### src/rtl/core/scpr_pkg.sv
`timescale 1ns / 1ps

package scpr_pkg;

    // Storage sizing.
    localparam int FRAME_SLOTS = 8;
    localparam int PAGE_BITS   = 16;

    // Fixed field widths of the channels.
    localparam int PAGE_NUM_W   = 16;
    localparam int FRAME_SLOT_W = 3;
    localparam int FAULT_W      = 16;
    localparam int CFG_W        = 4;

    localparam logic [CFG_W-1:0]   CFG_RESET = CFG_W'(8);
    localparam logic [FAULT_W-1:0] FAULT_MAX = '1;

    // Frame index width and a count width that can hold FRAME_SLOTS and any
    // configured value.
    localparam int SLOT_W  = (FRAME_SLOTS > 1) ? $clog2(FRAME_SLOTS) : 1;
    localparam int CNT_RAW = $clog2(FRAME_SLOTS + 1);
    localparam int CNT_W   = (CFG_W > CNT_RAW) ? CFG_W : CNT_RAW;

    typedef struct packed {
        logic capture;
        logic lookup;
        logic sweep;
        logic load_out;
    } t_dp_cmd;

    typedef struct packed {
        logic hit;
        logic ref_at_hand;
    } t_dp_sts;

endpackage

### src/rtl/core/scpr_ctrl.sv
`timescale 1ns / 1ps

module scpr_ctrl (
    input  logic              i_clk,
    input  logic              i_rst_n,
    input  logic              i_valid,
    output logic              o_stall,
    output logic              o_valid,
    input  logic              i_stall,
    input  scpr_pkg::t_dp_sts i_sts,
    output scpr_pkg::t_dp_cmd o_cmd
);
    import scpr_pkg::*;

    typedef enum logic [3:0] {
        S_IDLE   = 4'b0001,
        S_LOOKUP = 4'b0010,
        S_SWEEP  = 4'b0100,
        S_FINISH = 4'b1000
    } t_state;

    t_state  r_state;
    t_state  n_state;
    logic    r_out_valid;
    logic    n_out_valid;
    t_dp_cmd cmd;

    always_comb begin
        n_state     = r_state;
        cmd         = '0;
        n_out_valid = r_out_valid;
        if (r_out_valid && !i_stall) begin
            n_out_valid = 1'b0;
        end
        case (r_state)
            S_IDLE: begin
                if (i_valid) begin
                    cmd.capture = 1'b1;
                    n_state     = S_LOOKUP;
                end
            end
            S_LOOKUP: begin
                cmd.lookup = 1'b1;
                n_state    = i_sts.hit ? S_FINISH : S_SWEEP;
            end
            S_SWEEP: begin
                // The hand moves one frame per cycle until it meets a clear
                // reference bit, where the page is placed.
                cmd.sweep = 1'b1;
                if (!i_sts.ref_at_hand) begin
                    n_state = S_FINISH;
                end
            end
            S_FINISH: begin
                if (!r_out_valid || !i_stall) begin
                    cmd.load_out = 1'b1;
                    n_out_valid  = 1'b1;
                    n_state      = S_IDLE;
                end
            end
            default: begin
                n_state = S_IDLE;
            end
        endcase
    end

    always_ff @(posedge i_clk) begin
        if (!i_rst_n) begin
            r_state     <= S_IDLE;
            r_out_valid <= 1'b0;
        end else begin
            r_state     <= n_state;
            r_out_valid <= n_out_valid;
        end
    end

    assign o_stall = (r_state != S_IDLE);
    assign o_valid = r_out_valid;
    assign o_cmd   = cmd;

`ifndef SYNTHESIS
    a_accept_to_lookup: assert property (@(posedge i_clk) disable iff (!i_rst_n)
        (i_valid && !o_stall) |=> (r_state == S_LOOKUP))
        else $error("accepted word did not start a lookup");

    a_hit_skips_sweep: assert property (@(posedge i_clk) disable iff (!i_rst_n)
        (r_state == S_LOOKUP && i_sts.hit) |=> (r_state == S_FINISH))
        else $error("hit entered the sweep");

    a_load_shows_result: assert property (@(posedge i_clk) disable iff (!i_rst_n)
        cmd.load_out |=> o_valid)
        else $error("loaded result not presented");
`endif

endmodule

### src/rtl/core/scpr_dp.sv
`timescale 1ns / 1ps

module scpr_dp (
    input  logic                                 i_clk,
    input  logic                                 i_rst_n,
    input  logic                                 i_cfg_we,
    input  logic [scpr_pkg::CFG_W-1:0]           i_cfg_wdata,
    input  logic [scpr_pkg::PAGE_NUM_W-1:0]      i_page_number,
    input  scpr_pkg::t_dp_cmd                    i_cmd,
    output scpr_pkg::t_dp_sts                    o_sts,
    output logic                                 o_hit,
    output logic [scpr_pkg::FRAME_SLOT_W-1:0]    o_frame_slot,
    output logic                                 o_evicted_valid,
    output logic [scpr_pkg::PAGE_NUM_W-1:0]      o_evicted_page,
    output logic [scpr_pkg::FAULT_W-1:0]         o_fault_count
);
    import scpr_pkg::*;

    // Frame table and clock state.
    logic [PAGE_BITS-1:0] r_pages [FRAME_SLOTS];
    logic [FRAME_SLOTS-1:0] r_frame_valid;
    logic [FRAME_SLOTS-1:0] r_ref;
    logic [SLOT_W-1:0]      r_hand;
    logic [FAULT_W-1:0]     r_faults;
    logic [CFG_W-1:0]       r_cfg;

    // Per-word working registers.
    logic [PAGE_BITS-1:0] r_page;
    logic [SLOT_W-1:0]    r_sweep;
    logic                 r_hit;
    logic [SLOT_W-1:0]    r_slot;
    logic                 r_ev_valid;
    logic [PAGE_BITS-1:0] r_ev_page;

    // Output word.
    logic                    r_out_hit;
    logic [FRAME_SLOT_W-1:0] r_out_slot;
    logic                    r_out_ev_valid;
    logic [PAGE_NUM_W-1:0]   r_out_ev_page;
    logic [FAULT_W-1:0]      r_out_faults;

    logic [CNT_W-1:0]  cfg_ext;
    logic [CNT_W-1:0]  active_n;
    logic              hit;
    logic [SLOT_W-1:0] hit_slot;
    logic [SLOT_W-1:0] start_hand;
    logic [SLOT_W-1:0] sweep_next;
    logic [SLOT_W-1:0] hand_next;
    logic              ref_at_hand;

    function automatic logic [SLOT_W-1:0] next_slot(
        input logic [SLOT_W-1:0] slot,
        input logic [CNT_W-1:0]  count
    );
        logic [CNT_W-1:0] s;
        s = CNT_W'(slot) + CNT_W'(1);
        return (s >= count) ? '0 : SLOT_W'(s);
    endfunction

    // A frame count of zero acts as one, and one above the table size as the
    // table size.
    assign cfg_ext = CNT_W'(r_cfg);
    always_comb begin
        if (cfg_ext == '0) begin
            active_n = CNT_W'(1);
        end else if (cfg_ext > CNT_W'(FRAME_SLOTS)) begin
            active_n = CNT_W'(FRAME_SLOTS);
        end else begin
            active_n = cfg_ext;
        end
    end

    // Parallel compare over the active frames; the lowest matching frame wins.
    always_comb begin
        hit      = 1'b0;
        hit_slot = '0;
        for (int i = FRAME_SLOTS - 1; i >= 0; i--) begin
            if (r_frame_valid[i] && (r_pages[i] == r_page) && (CNT_W'(i) < active_n)) begin
                hit      = 1'b1;
                hit_slot = SLOT_W'(i);
            end
        end
    end

    assign start_hand  = (CNT_W'(r_hand) >= active_n) ? '0 : r_hand;
    assign ref_at_hand = r_ref[r_sweep];
    assign sweep_next  = next_slot(r_sweep, active_n);
    assign hand_next   = sweep_next;

    always_ff @(posedge i_clk) begin
        if (!i_rst_n) begin
            r_frame_valid <= '0;
            r_ref         <= '0;
            r_hand        <= '0;
            r_faults      <= '0;
            r_cfg         <= CFG_RESET;
        end else begin
            if (i_cfg_we) begin
                r_cfg <= i_cfg_wdata;
            end
            if (i_cmd.lookup && hit) begin
                r_ref[hit_slot] <= 1'b1;
            end
            if (i_cmd.sweep) begin
                if (ref_at_hand) begin
                    r_ref[r_sweep] <= 1'b0;
                end else begin
                    r_ref[r_sweep]         <= 1'b1;
                    r_frame_valid[r_sweep] <= 1'b1;
                    r_hand                 <= hand_next;
                    if (r_faults != FAULT_MAX) begin
                        r_faults <= r_faults + FAULT_W'(1);
                    end
                end
            end
        end
    end

    always_ff @(posedge i_clk) begin
        if (i_cmd.capture) begin
            r_page <= PAGE_BITS'(i_page_number);
        end
        if (i_cmd.lookup) begin
            r_hit      <= hit;
            r_slot     <= hit_slot;
            r_ev_valid <= 1'b0;
            r_ev_page  <= '0;
            r_sweep    <= start_hand;
        end
        if (i_cmd.sweep) begin
            if (ref_at_hand) begin
                r_sweep <= sweep_next;
            end else begin
                r_slot           <= r_sweep;
                r_ev_valid       <= r_frame_valid[r_sweep];
                r_ev_page        <= r_frame_valid[r_sweep] ? r_pages[r_sweep] : '0;
                r_pages[r_sweep] <= r_page;
            end
        end
        if (i_cmd.load_out) begin
            r_out_hit      <= r_hit;
            r_out_slot     <= FRAME_SLOT_W'(r_slot);
            r_out_ev_valid <= r_ev_valid;
            r_out_ev_page  <= PAGE_NUM_W'(r_ev_page);
            r_out_faults   <= r_faults;
        end
    end

    assign o_sts.hit         = hit;
    assign o_sts.ref_at_hand = ref_at_hand;

    assign o_hit           = r_out_hit;
    assign o_frame_slot    = r_out_slot;
    assign o_evicted_valid = r_out_ev_valid;
    assign o_evicted_page  = r_out_ev_page;
    assign o_fault_count   = r_out_faults;

`ifndef SYNTHESIS
    a_faults_monotonic: assert property (@(posedge i_clk) disable iff (!i_rst_n)
        $past(i_rst_n) |-> (r_faults >= $past(r_faults)))
        else $error("fault count went backward");

    a_hit_no_evict: assert property (@(posedge i_clk) disable iff (!i_rst_n)
        i_cmd.load_out |=> (!r_out_hit || !r_out_ev_valid))
        else $error("hit reported an eviction");
`endif

endmodule

### src/rtl/core/second_chance_page_replacement_unit.sv
`timescale 1ns / 1ps

// Channel   Direction  Handshake          Word
// input     in         i_valid / o_stall  i_page_number
// result    out        o_valid / i_stall  o_hit, o_frame_slot, o_evicted_valid,
//                                         o_evicted_page, o_fault_count
// config    in         i_cfg_we           i_cfg_wdata (frames in use)
//
// A hit goes through accept, parallel lookup and result load before the next word
// can be accepted. A miss adds a sweep step for each frame the clock hand visits,
// 1 to n+1 frames for n active frames.
// The sweep of the hand, one frame per cycle, sets the miss latency.
// Reset is synchronous and active low; it empties the frame table, zeroes the
// hand and the fault count, and sets the frame count to 8.
// The result sits in an output register, so a stalled result does not block
// the next accept; only loading a new result waits for that register.

module second_chance_page_replacement_unit (
    input  logic                                 i_clk,
    input  logic                                 i_rst_n,
    input  logic                                 i_cfg_we,
    input  logic [scpr_pkg::CFG_W-1:0]           i_cfg_wdata,
    input  logic                                 i_valid,
    output logic                                 o_stall,
    input  logic [scpr_pkg::PAGE_NUM_W-1:0]      i_page_number,
    output logic                                 o_valid,
    input  logic                                 i_stall,
    output logic                                 o_hit,
    output logic [scpr_pkg::FRAME_SLOT_W-1:0]    o_frame_slot,
    output logic                                 o_evicted_valid,
    output logic [scpr_pkg::PAGE_NUM_W-1:0]      o_evicted_page,
    output logic [scpr_pkg::FAULT_W-1:0]         o_fault_count
);
    import scpr_pkg::*;

    t_dp_cmd cmd;
    t_dp_sts sts;

    scpr_ctrl u_ctrl (
        .i_clk   (i_clk),
        .i_rst_n (i_rst_n),
        .i_valid (i_valid),
        .o_stall (o_stall),
        .o_valid (o_valid),
        .i_stall (i_stall),
        .i_sts   (sts),
        .o_cmd   (cmd)
    );

    scpr_dp u_dp (
        .i_clk           (i_clk),
        .i_rst_n         (i_rst_n),
        .i_cfg_we        (i_cfg_we),
        .i_cfg_wdata     (i_cfg_wdata),
        .i_page_number   (i_page_number),
        .i_cmd           (cmd),
        .o_sts           (sts),
        .o_hit           (o_hit),
        .o_frame_slot    (o_frame_slot),
        .o_evicted_valid (o_evicted_valid),
        .o_evicted_page  (o_evicted_page),
        .o_fault_count   (o_fault_count)
    );

endmodule
### config.mk
export PLATFORM = sky130hd
export DESIGN_NAME = second_chance_page_replacement_unit
export DESIGN_NICKNAME = d
export VERILOG_FILES = /design/src/rtl/core/scpr_pkg.sv /design/src/rtl/core/scpr_ctrl.sv /design/src/rtl/core/scpr_dp.sv /design/src/rtl/core/second_chance_page_replacement_unit.sv
export SDC_FILE = /design/constraint.sdc
export NUM_CORES = 1
export LEC_CHECK = 0
export BUFFER_PORTS_ARGS = -buffer_cell sky130_fd_sc_hd__buf_4
export CAP_MARGIN = 10
export CORE_MARGIN = 2
export CORE_UTILIZATION = 46
export CTS_BUF_LIST = sky130_fd_sc_hd__clkbuf_4 sky130_fd_sc_hd__clkbuf_8
export DETAILED_ROUTE_END_ITERATION = 16
export PLACE_DENSITY = 0.72
export SYNTH_ARGS = -nofsm -noshare
export SYNTH_HDL_FRONTEND = slang
export SYNTH_SLANG_ARGS = --single-unit
### constraint.sdc
create_clock -name i_clk -period 9 [get_ports i_clk]
set_input_delay 0.45 -clock i_clk [delete_from_list [all_inputs] [get_ports i_clk]]
set_output_delay 0.45 -clock i_clk [all_outputs]
set_load 0.005 [all_outputs]
* After elaboration in Yosys (flattened, before gate mapping)
Memories as Yosys holds them, arrays and structs flattened. A register that Yosys moved wholly into a read port is not among the register bits. Index checks and enable logic that the tools add are counted.
Word-level totals: output and inout port bits 39, memories 1, memory bits (writable) 128, input port bits 25, register bits 121, word-level logic and storage cells 148
Cells by class: add/sub/neg operators 2, reduce and logical (&&, ||, !) cells 27, $lt $le $gt $ge 15, equal/unequal tests 17, muxes and demuxes 62, bitwise operators 6
Memory list:
- u_dp.r_pages | depth 8, bits a word 16, rd ports 9, clocked after memory_dff 1, wr ports 1, RTL line scpr_dp.sv:20 | logic [PAGE_BITS-1:0] r_pages [FRAME_SLOTS];
Operators by type and width (count):
- $eq A16 B16 Y1 | 8
- $mux W16 | 4
- $mux W3 | 16
- $mux W8 | 4
- $mux W1 | 27
- $mux W4 | 6
- $or A8 B8 Y8 | 3
- $logic_and A1 B1 Y1 | 20
- $add A16 B1 Y16 const B | 1
- $lt A3 B4 Y1 const A | 4
- $ne A16 B16 Y1 const B | 1
- $pmux W4 S4 | 1
- $and A8 B8 Y8 | 1
- $lt A1 B4 Y1 const A | 2
- $lt A2 B4 Y1 const A | 2
- $lt A3 B4 Y1 const B | 2
- $not A8 Y8 | 1
- $bmux W1 S3 | 2
- $demux W1 S3 | 2
- $ge A3 B1 Y1 const B | 2
- $reduce_and A3 Y1 | 2
- $add A3 B1 Y4 const B | 1
- $eq A4 B1 Y1 const B | 1
- $eq A4 B2 Y1 const B | 1
- other kinds (13) | 15

* Logic depth before layout (Yosys ltp)
Gate-level depths: netlist of run 1.
depth in word-level cells 23, gate-level depth with buffers 12, depth with buffers taken out 11

* Cells and area by module
From an unflattened synthesis of run 1, not the netlist that was laid out.
Second synthesis, totals: cell total of the unflattened synthesis 933, area, all modules 11432.2 um2
Modules (own cells, without submodules):
- scpr_dp | cells an instance 900, instances 1, area each 11143.2 um2, sequential area each 6706.4 um2
- scpr_ctrl | cells an instance 33, instances 1, area each 289.0 um2, sequential area each 100.1 um2

* Worst setup path after synthesis of run 1
OpenSTA, ideal clock, no wires.
kind reg-to-reg, start register u_dp.r_sweep[0], end register u_dp.r_ref[6], required time 8943 ps, slack 6118 ps, data arrival time 2826 ps, cell stages (with the launch flop) 8, library setup time 57 ps, path buffers 1, period minus slack after synthesis 2882 ps, cell sequence dfxtp_1 buf_2 inv_2 mux4_2 nand3_1 nor3_1 o21ai_0 a21bo_1
On the way: cells in the longest elaborated chain, start to end 8, elaborated cells on any way between the ends 12, those cells by class 2 x order compare; 6 x mux; 3 x bitwise; 1 x reduce/logical
Ends and longest elaborated chain:
- start: declaration | RTL line scpr_dp.sv:29 | logic [SLOT_W-1:0] r_sweep;
- start signal: assignment | RTL line scpr_dp.sv:128 | r_sweep <= start_hand;
- start signal: assignment | RTL line scpr_dp.sv:132 | r_sweep <= sweep_next;
- $lt A3 B4 Y1 (not written as such) / $ge A3 B1 Y1 (equally long branches) | RTL line scpr_dp.sv:106, scpr_dp.sv:108
- $logic_and A1 B1 Y1 (not written as such) | RTL line scpr_dp.sv:106, scpr_dp.sv:108
- $mux W1 (not written as such) | RTL line scpr_dp.sv:106, scpr_dp.sv:108
- $demux W1 S3
- $not A8 Y8 (no source line)
- $and A8 B8 Y8 (no source line)
- $mux W8 (*) | RTL line scpr_dp.sv:105 | if (ref_at_hand) begin
- $mux W8 (*) | RTL line scpr_dp.sv:104 | if (i_cmd.sweep) begin
- end signal: indexed assignment | RTL line scpr_dp.sv:102 | r_ref[hit_slot] <= 1'b1;
- end signal: indexed assignment | RTL line scpr_dp.sv:106 | r_ref[r_sweep] <= 1'b0;
- end signal: indexed assignment | RTL line scpr_dp.sv:108 | r_ref[r_sweep] <= 1'b1;
- end: declaration | RTL line scpr_dp.sv:22 | logic [FRAME_SLOTS-1:0] r_ref;
Mark *: on every way between the ends. The rest lies on a longest branch, timed or not. The select of a mux whose other input is x is not followed. A chain may end at the register's enable or synchronous reset.

* Worst setup path in the final report of run 1
start register u_dp.r_sweep[1], end memory u_dp.r_pages[7][12], enable pin
On the way: cells in the longest elaborated chain, start to end 5
Ends and longest elaborated chain:
- $bmux W1 S3 | RTL line scpr_dp.sv:86 | assign ref_at_hand = r_ref[r_sweep];
- $mux W1 (not written as such) | RTL line scpr_dp.sv:86
- $mux W1 | RTL line scpr_dp.sv:131 | if (ref_at_hand) begin
- $mux W1 | RTL line scpr_dp.sv:130 | if (i_cmd.sweep) begin
- $mux W1 (not written as such) | RTL line scpr_dp.sv:137 | r_pages[r_sweep] <= r_page;
- end: declaration | RTL line scpr_dp.sv:20
Parallel ways exist; a longest one is shown, timed or not. The select of a mux whose other input is x is not followed.

==> impl_results.md, run 1 <==
* Post-layout util at 0.537
* Syn-to-layout area delta at 15.2%
* Routed WL per cell at 24.2 µm
* CP Launch Type: register
* NumNets Final at 992
* Arr. time, crit path at 3740 ps
* Status: completed
* Worst setup EP type: register
* Buf/Inv on CP at 1
* Setup WS post-layout at 5490 ps
* Hpwl dp at 21.9 mm
* Minimum clock period at 3510 ps
* CTS tree: done
* F_max at 285 MHz
* Via count of the first global-routing pass at 7604
* Maximum vdd ir drop at 0.0877 mV
* Crit-path slowest cell: nor3_2
* Largest net degree at the start of global routing at 38
* Core Footprint at 24200 µm²
* Worst path top cell family by delay: simple AND/OR/NAND/NOR gates
* GR Util met3 at 0.0659
* Final Skew at 43.4 ps
* Gr busiest metal: met2
* Synth top area share at 0.485
* Clock tree buffer depth at 3
* Synth top area cells: edfxtp_1 (49%), dfxtp_1 (12%), xor2_1 (7.2%)
* H-tree levels at 2
* I/O pin count at 64
* Post-synth top area cell: edfxtp_1
* Final worst path period share at 0.390
* All-layer global routing usage at 0.247
* Sequential area share after synthesis at 0.604
* Final Setup Violations at 0
* Worst Path Class, Setup: reg -> reg
* Initial core utilization at 0.466
* Hold path start: i_page_number[14]
* Via/cell ratio at 5.95
* FP Rows at 57
* Diodes inserted at 0
* Full die area at 25800 µm²
* Total grt overflow at 0
* Worst reg-to-reg path cell count at 5
* Residual DRC at 0
* Port Buffers at 63
* Mapped Cells at 884
* Clk_lat worst skew at 560 ps
* Overall power at 2440 µW
* Most common cell in the netlist: edfxtp_1
* Die Y at 160 µm
* Slew @ Worst Pin at 1230 ps
* Met2 usage at 0.378
* Main flop type after synthesis: edfxtp_1
* R2R Path End: u_dp.r_pages[7][12]
* First-pass GRT wire length at 47.4 mm
* Post-CTS Setup Inserts at 0
* WL final at 31.8 mm
* Worst-path cell chain: mux2i_1, mux4_2, nand3_1, nor3_2, buf_4
* Path category of the worst min-delay check: in -> reg
* FF-to-FF Start: u_dp.r_sweep[1]
* Worst EP required at 9220 ps
* Most frequent cells after synthesis: edfxtp_1 (182), xor2_1 (93), dfxtp_1 (67)
* Clock slew at reported path FFs at 60 ps
* Initial antenna violation count at 0
* R2r setup slk at 5490 ps
* Hold path depth at 1
* Net Count, Synth at 918
* Initial DRT Pass Iterations at 5
* Yosys warning count at 0
* Die X at 160 µm
* Slew margin rel. at 0.178
* Post-synthesis cell type count at 67
* PwrDens at 188 nW/µm²
* M1 GR Usage at 0.334
* Synth Cell Area at 11300 µm²
* WHS at 70.6 ps
* TritonCTS Buffers at 41
* Fin. Hold Viols at 0
* Setup TNS at 0 ps
* Leak at 0.00464 µW
* Maxcap violations at 0
* Root Buffer: clkbuf_8
* Initial DRC Count at 931
* Routed vias at 7815
* EDFF count, synth at 182
* Clock sinks at 249
* Cts hold-fix bufs at 0
* Max-slew violation count at 0
* Flops & latches, synth at 249
* Final Wtd Congestion at 0.962
* RSZ-0062 raised after global routing: no
* Share of cells above drive strength 1 at 0.175
* Syn Area/Cell at 12.7 µm²
* CP Max Fanout at 19
* DRT antenna net count at 0
* Post-CTS Resized at 0
* CP max stage delay at 870 ps
* Post-synthesis async set-or-reset flop share at 0
* Pre-CTS WS at 5550 ps
* Hold EP: u_dp.r_page[14]
## where the power goes
part,switching [µW],total (µW),internal [µW]
clock network,445,1040,590
logic,76.1,125,49.3
registers,39.7,1280,1240
## area by class of cell
class	instances	area, µm²
Fill cell	2030	11200
Sequential cell	249	6810
Multi-Input combinational cell	578	4260
Clock buffer	64	793
Timing Repair Buffer	79	606
Tap cell	324	405
Clock inverter	10	76.3
Inverter	9	33.8
## cells by family (layout without fill, tap and decap cells)
logic type               count (synthesis)  count (layout)  share of synthesized area
AO/OA/AOI/OAI                          165             165                      0.109
XOR/XNOR                               144             144                      0.114
adder cells (fa/ha/maj)                  9               9                     0.0100
buffers and inverters                   57             162                     0.0230
flip-flops                             249             249                      0.604
multiplexers                            10              10                     0.0100
AND/OR/NAND/NOR                        250             250                      0.129
## registers in the layout, indices dropped and copies added (netlist names), 4 cells and up
signal               count
u_dp.r_pages           128
u_dp.o_evicted_page     16
u_dp.o_fault_count      16
u_dp.r_ev_page          16
u_dp.r_faults           16
u_dp.r_page             16
u_dp.r_frame_valid       8
u_dp.r_ref               8
u_ctrl.r_state           4
u_dp.cfg_ext             4
## layout by cell type, fill, tap and decap left out, types with 16 or more instances in the layout
| cell | synthesis | final |
|---|---|---|
| nand3_1 | 22 | 22 |
| xnor2_1 | 49 | 49 |
| nor2_1 | 59 | 59 |
| and3_1 | 16 | 16 |
| dfxtp_1 | 67 | 67 |
| a21o_1 | 20 | 20 |
| nand2_1 | 33 | 33 |
| nand4_1 | 19 | 19 |
| edfxtp_1 | 182 | 182 |
| a22oi_1 | 44 | 44 |
| buf_4 | 1 | 78 |
| nor4_1 | 29 | 29 |
| xor2_1 | 93 | 93 |
| clkbuf_8 | 0 | 50 |
## how the worst max path moves through the flow
| stage | startpoint | to | slack (ps) | depth (start not counted) |
|---|---|---|---|---|
| 3_5_place_dp | u_dp.r_sweep[1] | u_dp.r_pages[7][0] | 5550 | 5 |
| 3_3_place_gp | u_dp.r_sweep[1] | u_dp.r_pages[7][0] | 5670 | 5 |
| 6_report | u_dp.r_sweep[1] | u_dp.r_pages[7][12] | 5490 | 5 |
| 4_1_cts | u_dp.r_sweep[1] | u_dp.r_pages[7][12] | 5530 | 5 |
| 2_1_floorplan | u_dp.r_sweep[0] | u_dp.r_ref[6] | 6120 | 7 |
| 5_1_grt | u_dp.r_sweep[1] | u_dp.r_pages[7][8] | 5220 | 5 |
## per-layer routing
metal	up-vias	wire length, µm	share of wire
met3	84	3340	0.11
met4	0	1360	0.043
met2	456	14000	0.44
met5	-	0	0
li1	3532	-	-
met1	3743	13100	0.41
## worst reg2reg max path, delay by kind of cell (launching register included)
family,cells,cell delay (ps)
DFF,1,800
buffers and inverters,1,340
and+or+nand+nor,2,1470
muxes,2,570
## through the flow
step	cell area [µm²]	std cells
2_1_floorplan	11300	884
3_3_place_gp	12100	1238
3_5_place_dp	12100	1238
4_1_cts	13000	1312
5_1_grt	13000	1313
6_report	13000	1313
No activity file was read; power rests on OpenSTA's default activity.
==> inputs of run 2 (changes only) <==
--- a/config.mk
+++ b/config.mk
@@ -5,13 +5,14 @@
 export SDC_FILE = /design/constraint.sdc
 export NUM_CORES = 1
 export LEC_CHECK = 0
+export ABC_AREA = 1
 export BUFFER_PORTS_ARGS = -buffer_cell sky130_fd_sc_hd__buf_4
 export CAP_MARGIN = 10
 export CORE_MARGIN = 2
 export CORE_UTILIZATION = 46
 export CTS_BUF_LIST = sky130_fd_sc_hd__clkbuf_4 sky130_fd_sc_hd__clkbuf_8
 export DETAILED_ROUTE_END_ITERATION = 16
-export PLACE_DENSITY = 0.72
+export PLACE_DENSITY = 0.74
 export SYNTH_ARGS = -nofsm -noshare
 export SYNTH_HDL_FRONTEND = slang
 export SYNTH_SLANG_ARGS = --single-unit
==> constraint.sdc (replaced) <==
create_clock -name i_clk -period 3.12 [get_ports i_clk]
set_input_delay 0.156 -clock i_clk [delete_from_list [all_inputs] [get_ports i_clk]]
set_output_delay 0.156 -clock i_clk [all_outputs]
set_load 0.005 [all_outputs]
==> run 2 against run 1 <==
Compared with the run above: highest routed layer unchanged; count of clock-buffer cells in the layout fell by 4; sequential power rose to 3.0 times the previous value; core utilization rose by 1.9 points; largest power group unchanged; critical path type unchanged; synthesized cell count up 30%.
==> impl_results.md, run 2 <==
* Setup WS post-layout at 465 ps (-5020 ps)
* First-pass GRT wire length at 50.1 mm (+5.8%)
* Final Wtd Congestion at 1.05 (+9.1%)
* Path category of the worst min-delay check: in -> reg
* Hold path start: i_page_number[15]
* Slew @ Worst Pin at 735 ps (-498 ps)
* Design Area, Final at 13600 µm² (+4.8%)
* Minimum clock period at 2660 ps (-858 ps)
* Logic gate share of total power at 0.191 (+0.140)
* Most frequent cells after synthesis: nand2_1 (240), edfxtp_1 (182), inv_1 (118)
* Clock tree buffer depth at 3 (unchanged)
* H-tree levels at 2 (unchanged)
* Flop pwr share at 0.441 (-0.084)
* Routed WL per cell at 20.5 µm (-15%)
* R2R Path End: u_dp.r_ev_page[6]
* Worst setup EP type: register
* Critical Path Start: u_dp.r_sweep[0]
* Hpwl dp at 23.3 mm (+6.6%)
* Post-synthesis async set-or-reset flop share at 0 (unchanged)
* CTS tree: done
* Reg with most FFs: u_dp.r_pages
* All-layer global routing usage at 0.256 (+0.00906)
* Most common cell in the netlist: nand2_1
* Arr. time, crit path at 3140 ps (-600 ps)
* Maximum vdd ir drop at 0.326 mV (+270%)
* Syn-to-layout area delta at 18.0%
* Initial DRC Count at 1182 (+27%)
* Synth top area share at 0.474 (-0.0111)
* Initial core utilization at 0.471 (+0.00531)
* Via count of the first global-routing pass at 8614 (+13%)
* I/O pin count at 64 (unchanged)
* RSZ-0062 raised after global routing: no
* Die X at 162 µm (+1.1%)
* Routed vias at 9093 (+16%)
* Residual DRC at 0 (unchanged)
* Maxcap violations at 0 (unchanged)
* Post-synth top area cell: edfxtp_1
* Sw Ratio at 0.302 (+0.0723)
* Status: completed
* Internal power at 6100 µW (+220%)
* Clock sinks at 249 (unchanged)
* R2r setup slk at 460 ps (-5020 ps)
* Leak at 0.00530 µW (+14%)
* Commonest non-fill, non-tap cells in the layout: nand2_1 (240), edfxtp_1 (182), inv_1 (118)
* Synth Cell Area at 11500 µm² (+2.3%)
* WHS at 323 ps (+252 ps)
* Fin. Hold Viols at 0 (unchanged)
* CP Max Fanout at 17 (-2)
* P_sw at 2640 µW (+370%)
* Core Footprint at 24500 µm² (+1.2%)
* Overall power at 8730 µW (+260%)
* CP Launch Type: register
* Clk_lat worst skew at 550 ps (about the same)
* Full die area at 26300 µm² (+2.3%)
* F_max at 377 MHz (+32%)
* Net Count, Synth at 1184 (+29%)
* Flops & latches, synth at 249 (unchanged)
* NumNets Final at 1307 (+32%)
* Post-synthesis cell type count at 51 (-24%)
* Initial DRT Pass Iterations at 6 (+1)
* Yosys warning count at 0 (unchanged)
* Final worst path period share at 0.851 (+0.461)
* FP Rows at 57 (unchanged)
* Die Y at 162 µm (+1.1%)
* Mapped Cells at 1150 (+30%)
* Largest net degree at the start of global routing at 27 (-29%)
* DRT antenna net count at 0 (unchanged)
* Slew margin rel. at 0.508 (+0.330)
* DP Area at 12400 µm² (+2.7%)
* Sequential area share after synthesis at 0.590 (-0.0138)
* Clock power share at 0.368 (-0.055)
* WL final at 33.4 mm (+5.1%)
* Worst EP required at 3600 ps (-5620 ps)
* Synth top area cells: edfxtp_1 (47%), dfxtp_1 (12%), nand2_1 (7.8%)
* Total grt overflow at 0 (unchanged)
* PwrDens at 642 nW/µm² (+240%)
* Port Buffers at 63 (unchanged)
* Share of cells above drive strength 1 at 0.175 (-0.000212)
* EDFF count, synth at 182 (unchanged)
* Initial antenna violation count at 2 (+2)
* Hold EP: u_dp.r_page[15]
* Final Setup Violations at 0 (unchanged)
* TritonCTS Buffers at 42 (+2.4%)
* Setup TNS at 0 ps (unchanged)
* Syn Area/Cell at 10.0 µm² (-21%)
* Via/cell ratio at 5.57 (-6.4%)
* Main flop type after synthesis: edfxtp_1
* Final Skew at 18.3 ps (-25.1 ps)
* Clock slew at reported path FFs at 60 ps (about the same)
* Max-slew violation count at 0 (unchanged)
* Hold path depth at 2 (+1)
* Root Buffer: clkbuf_8
* Max reg flops at 128 (unchanged)
* FF-to-FF Start: u_dp.r_sweep[0]
* Worst Path Class, Setup: reg -> reg
* Most common cell after layout, fill and taps aside: nand2_1
* Worst reg-to-reg path cell count at 8 (+3)
* Pre-CTS WS at 578 ps (-4970 ps)
-- run 2: cell types whose count changed in the layout (fill, tap and decap cells not counted), moves of 23 or more --
cell	before	now
nand3_1	22	55
nor2_1	59	89
dlygate4sd3_1	0	24
xor2_1	93	29
inv_1	7	118
nand2_1	33	240
a21oi_1	13	41
o21ai_0	13	63
a22oi_1	44	21
nor4_1	29	0
-- run 2: cell families (layout without fill, tap and decap cells) --
kind of cell,count (synthesis),after routing,share of synthesized area
AO/OA/AOI/OAI,198,198,0.108
XOR/XNOR,56,56,0.0425
adder cells (fa/ha/maj),9,9,0.00977
flip-flops,249,249,0.590
AND/OR/NAND/NOR,459,459,0.182
buffers and inverters,179,334,0.0663
other,0,3,0
-- run 2: area by class of cell --
type / instances / area, µm²
timing repair buffer: 117 / 938
tap: 324 / 405
clock buffer: 60 / 757
clock inverter: 16 / 184
fill: 2199 / 10900
antenna: 3 / 7.51
sequential: 249 / 6810
multi-input combinational: 722 / 3980
inverter: 141 / 529
-- run 2: power by group through the flow --
stage               Sequential (µW)  Clock [µW]  Combinational [µW]
floorplan                      3810           0                1020
global placement               3910           0                1560
detailed placement             3920           0                1560
CTS                            3850        3260                1600
global route                   3870        3420                1750
finish                         3850        3210                1670
-- run 2: worst max path at each step --
stage | end | cells past startpoint
CTS | u_dp.r_ev_page[0] | 8
detailed placement | u_dp.r_ev_page[0] | 8
global route | u_dp.r_hand[0] | 9
finish | u_dp.r_ev_page[6] | 8
global placement | u_dp.r_ev_page[0] | 8
floorplan | u_dp.o_evicted_page[0] | 3
-- run 2: through the flow --
| stage | utilization | std cells |
|---|---|---|
| after CTS | 0.556 | 1629 |
| after global routing | 0.556 | 1629 |
| after global placement | 0.507 | 1529 |
| after floorplan | - | 1150 |
| final | 0.556 | 1632 |
| after detailed placement | 0.507 | 1529 |
-- run 2: timing repair --
item,CTS,global route
resized for setup,0,0
setup endpoints to repair,0,0
hold buffers,24,0
setup buffers,0,0
endpoints found under the hold margin,37,0
-- run 2: worst max-delay path: stages, from the launching register on --
cell	delay (ps)
dfxtp_1	740
inv_2	210
nor3_4	620
inv_2	240
o22ai_1	230
a221oi_2	60
nand3_2	270
nand3_1	130
nand2_1	80
-- run 2: metal layers --
metal,GRT usage,up-vias,share of wire
li1,-,4197,-
met1,0.351,4282,0.40
met2,0.385,516,0.44
met3,0.0672,98,0.11
met4,0.114,0,0.041
met5,0,-,0
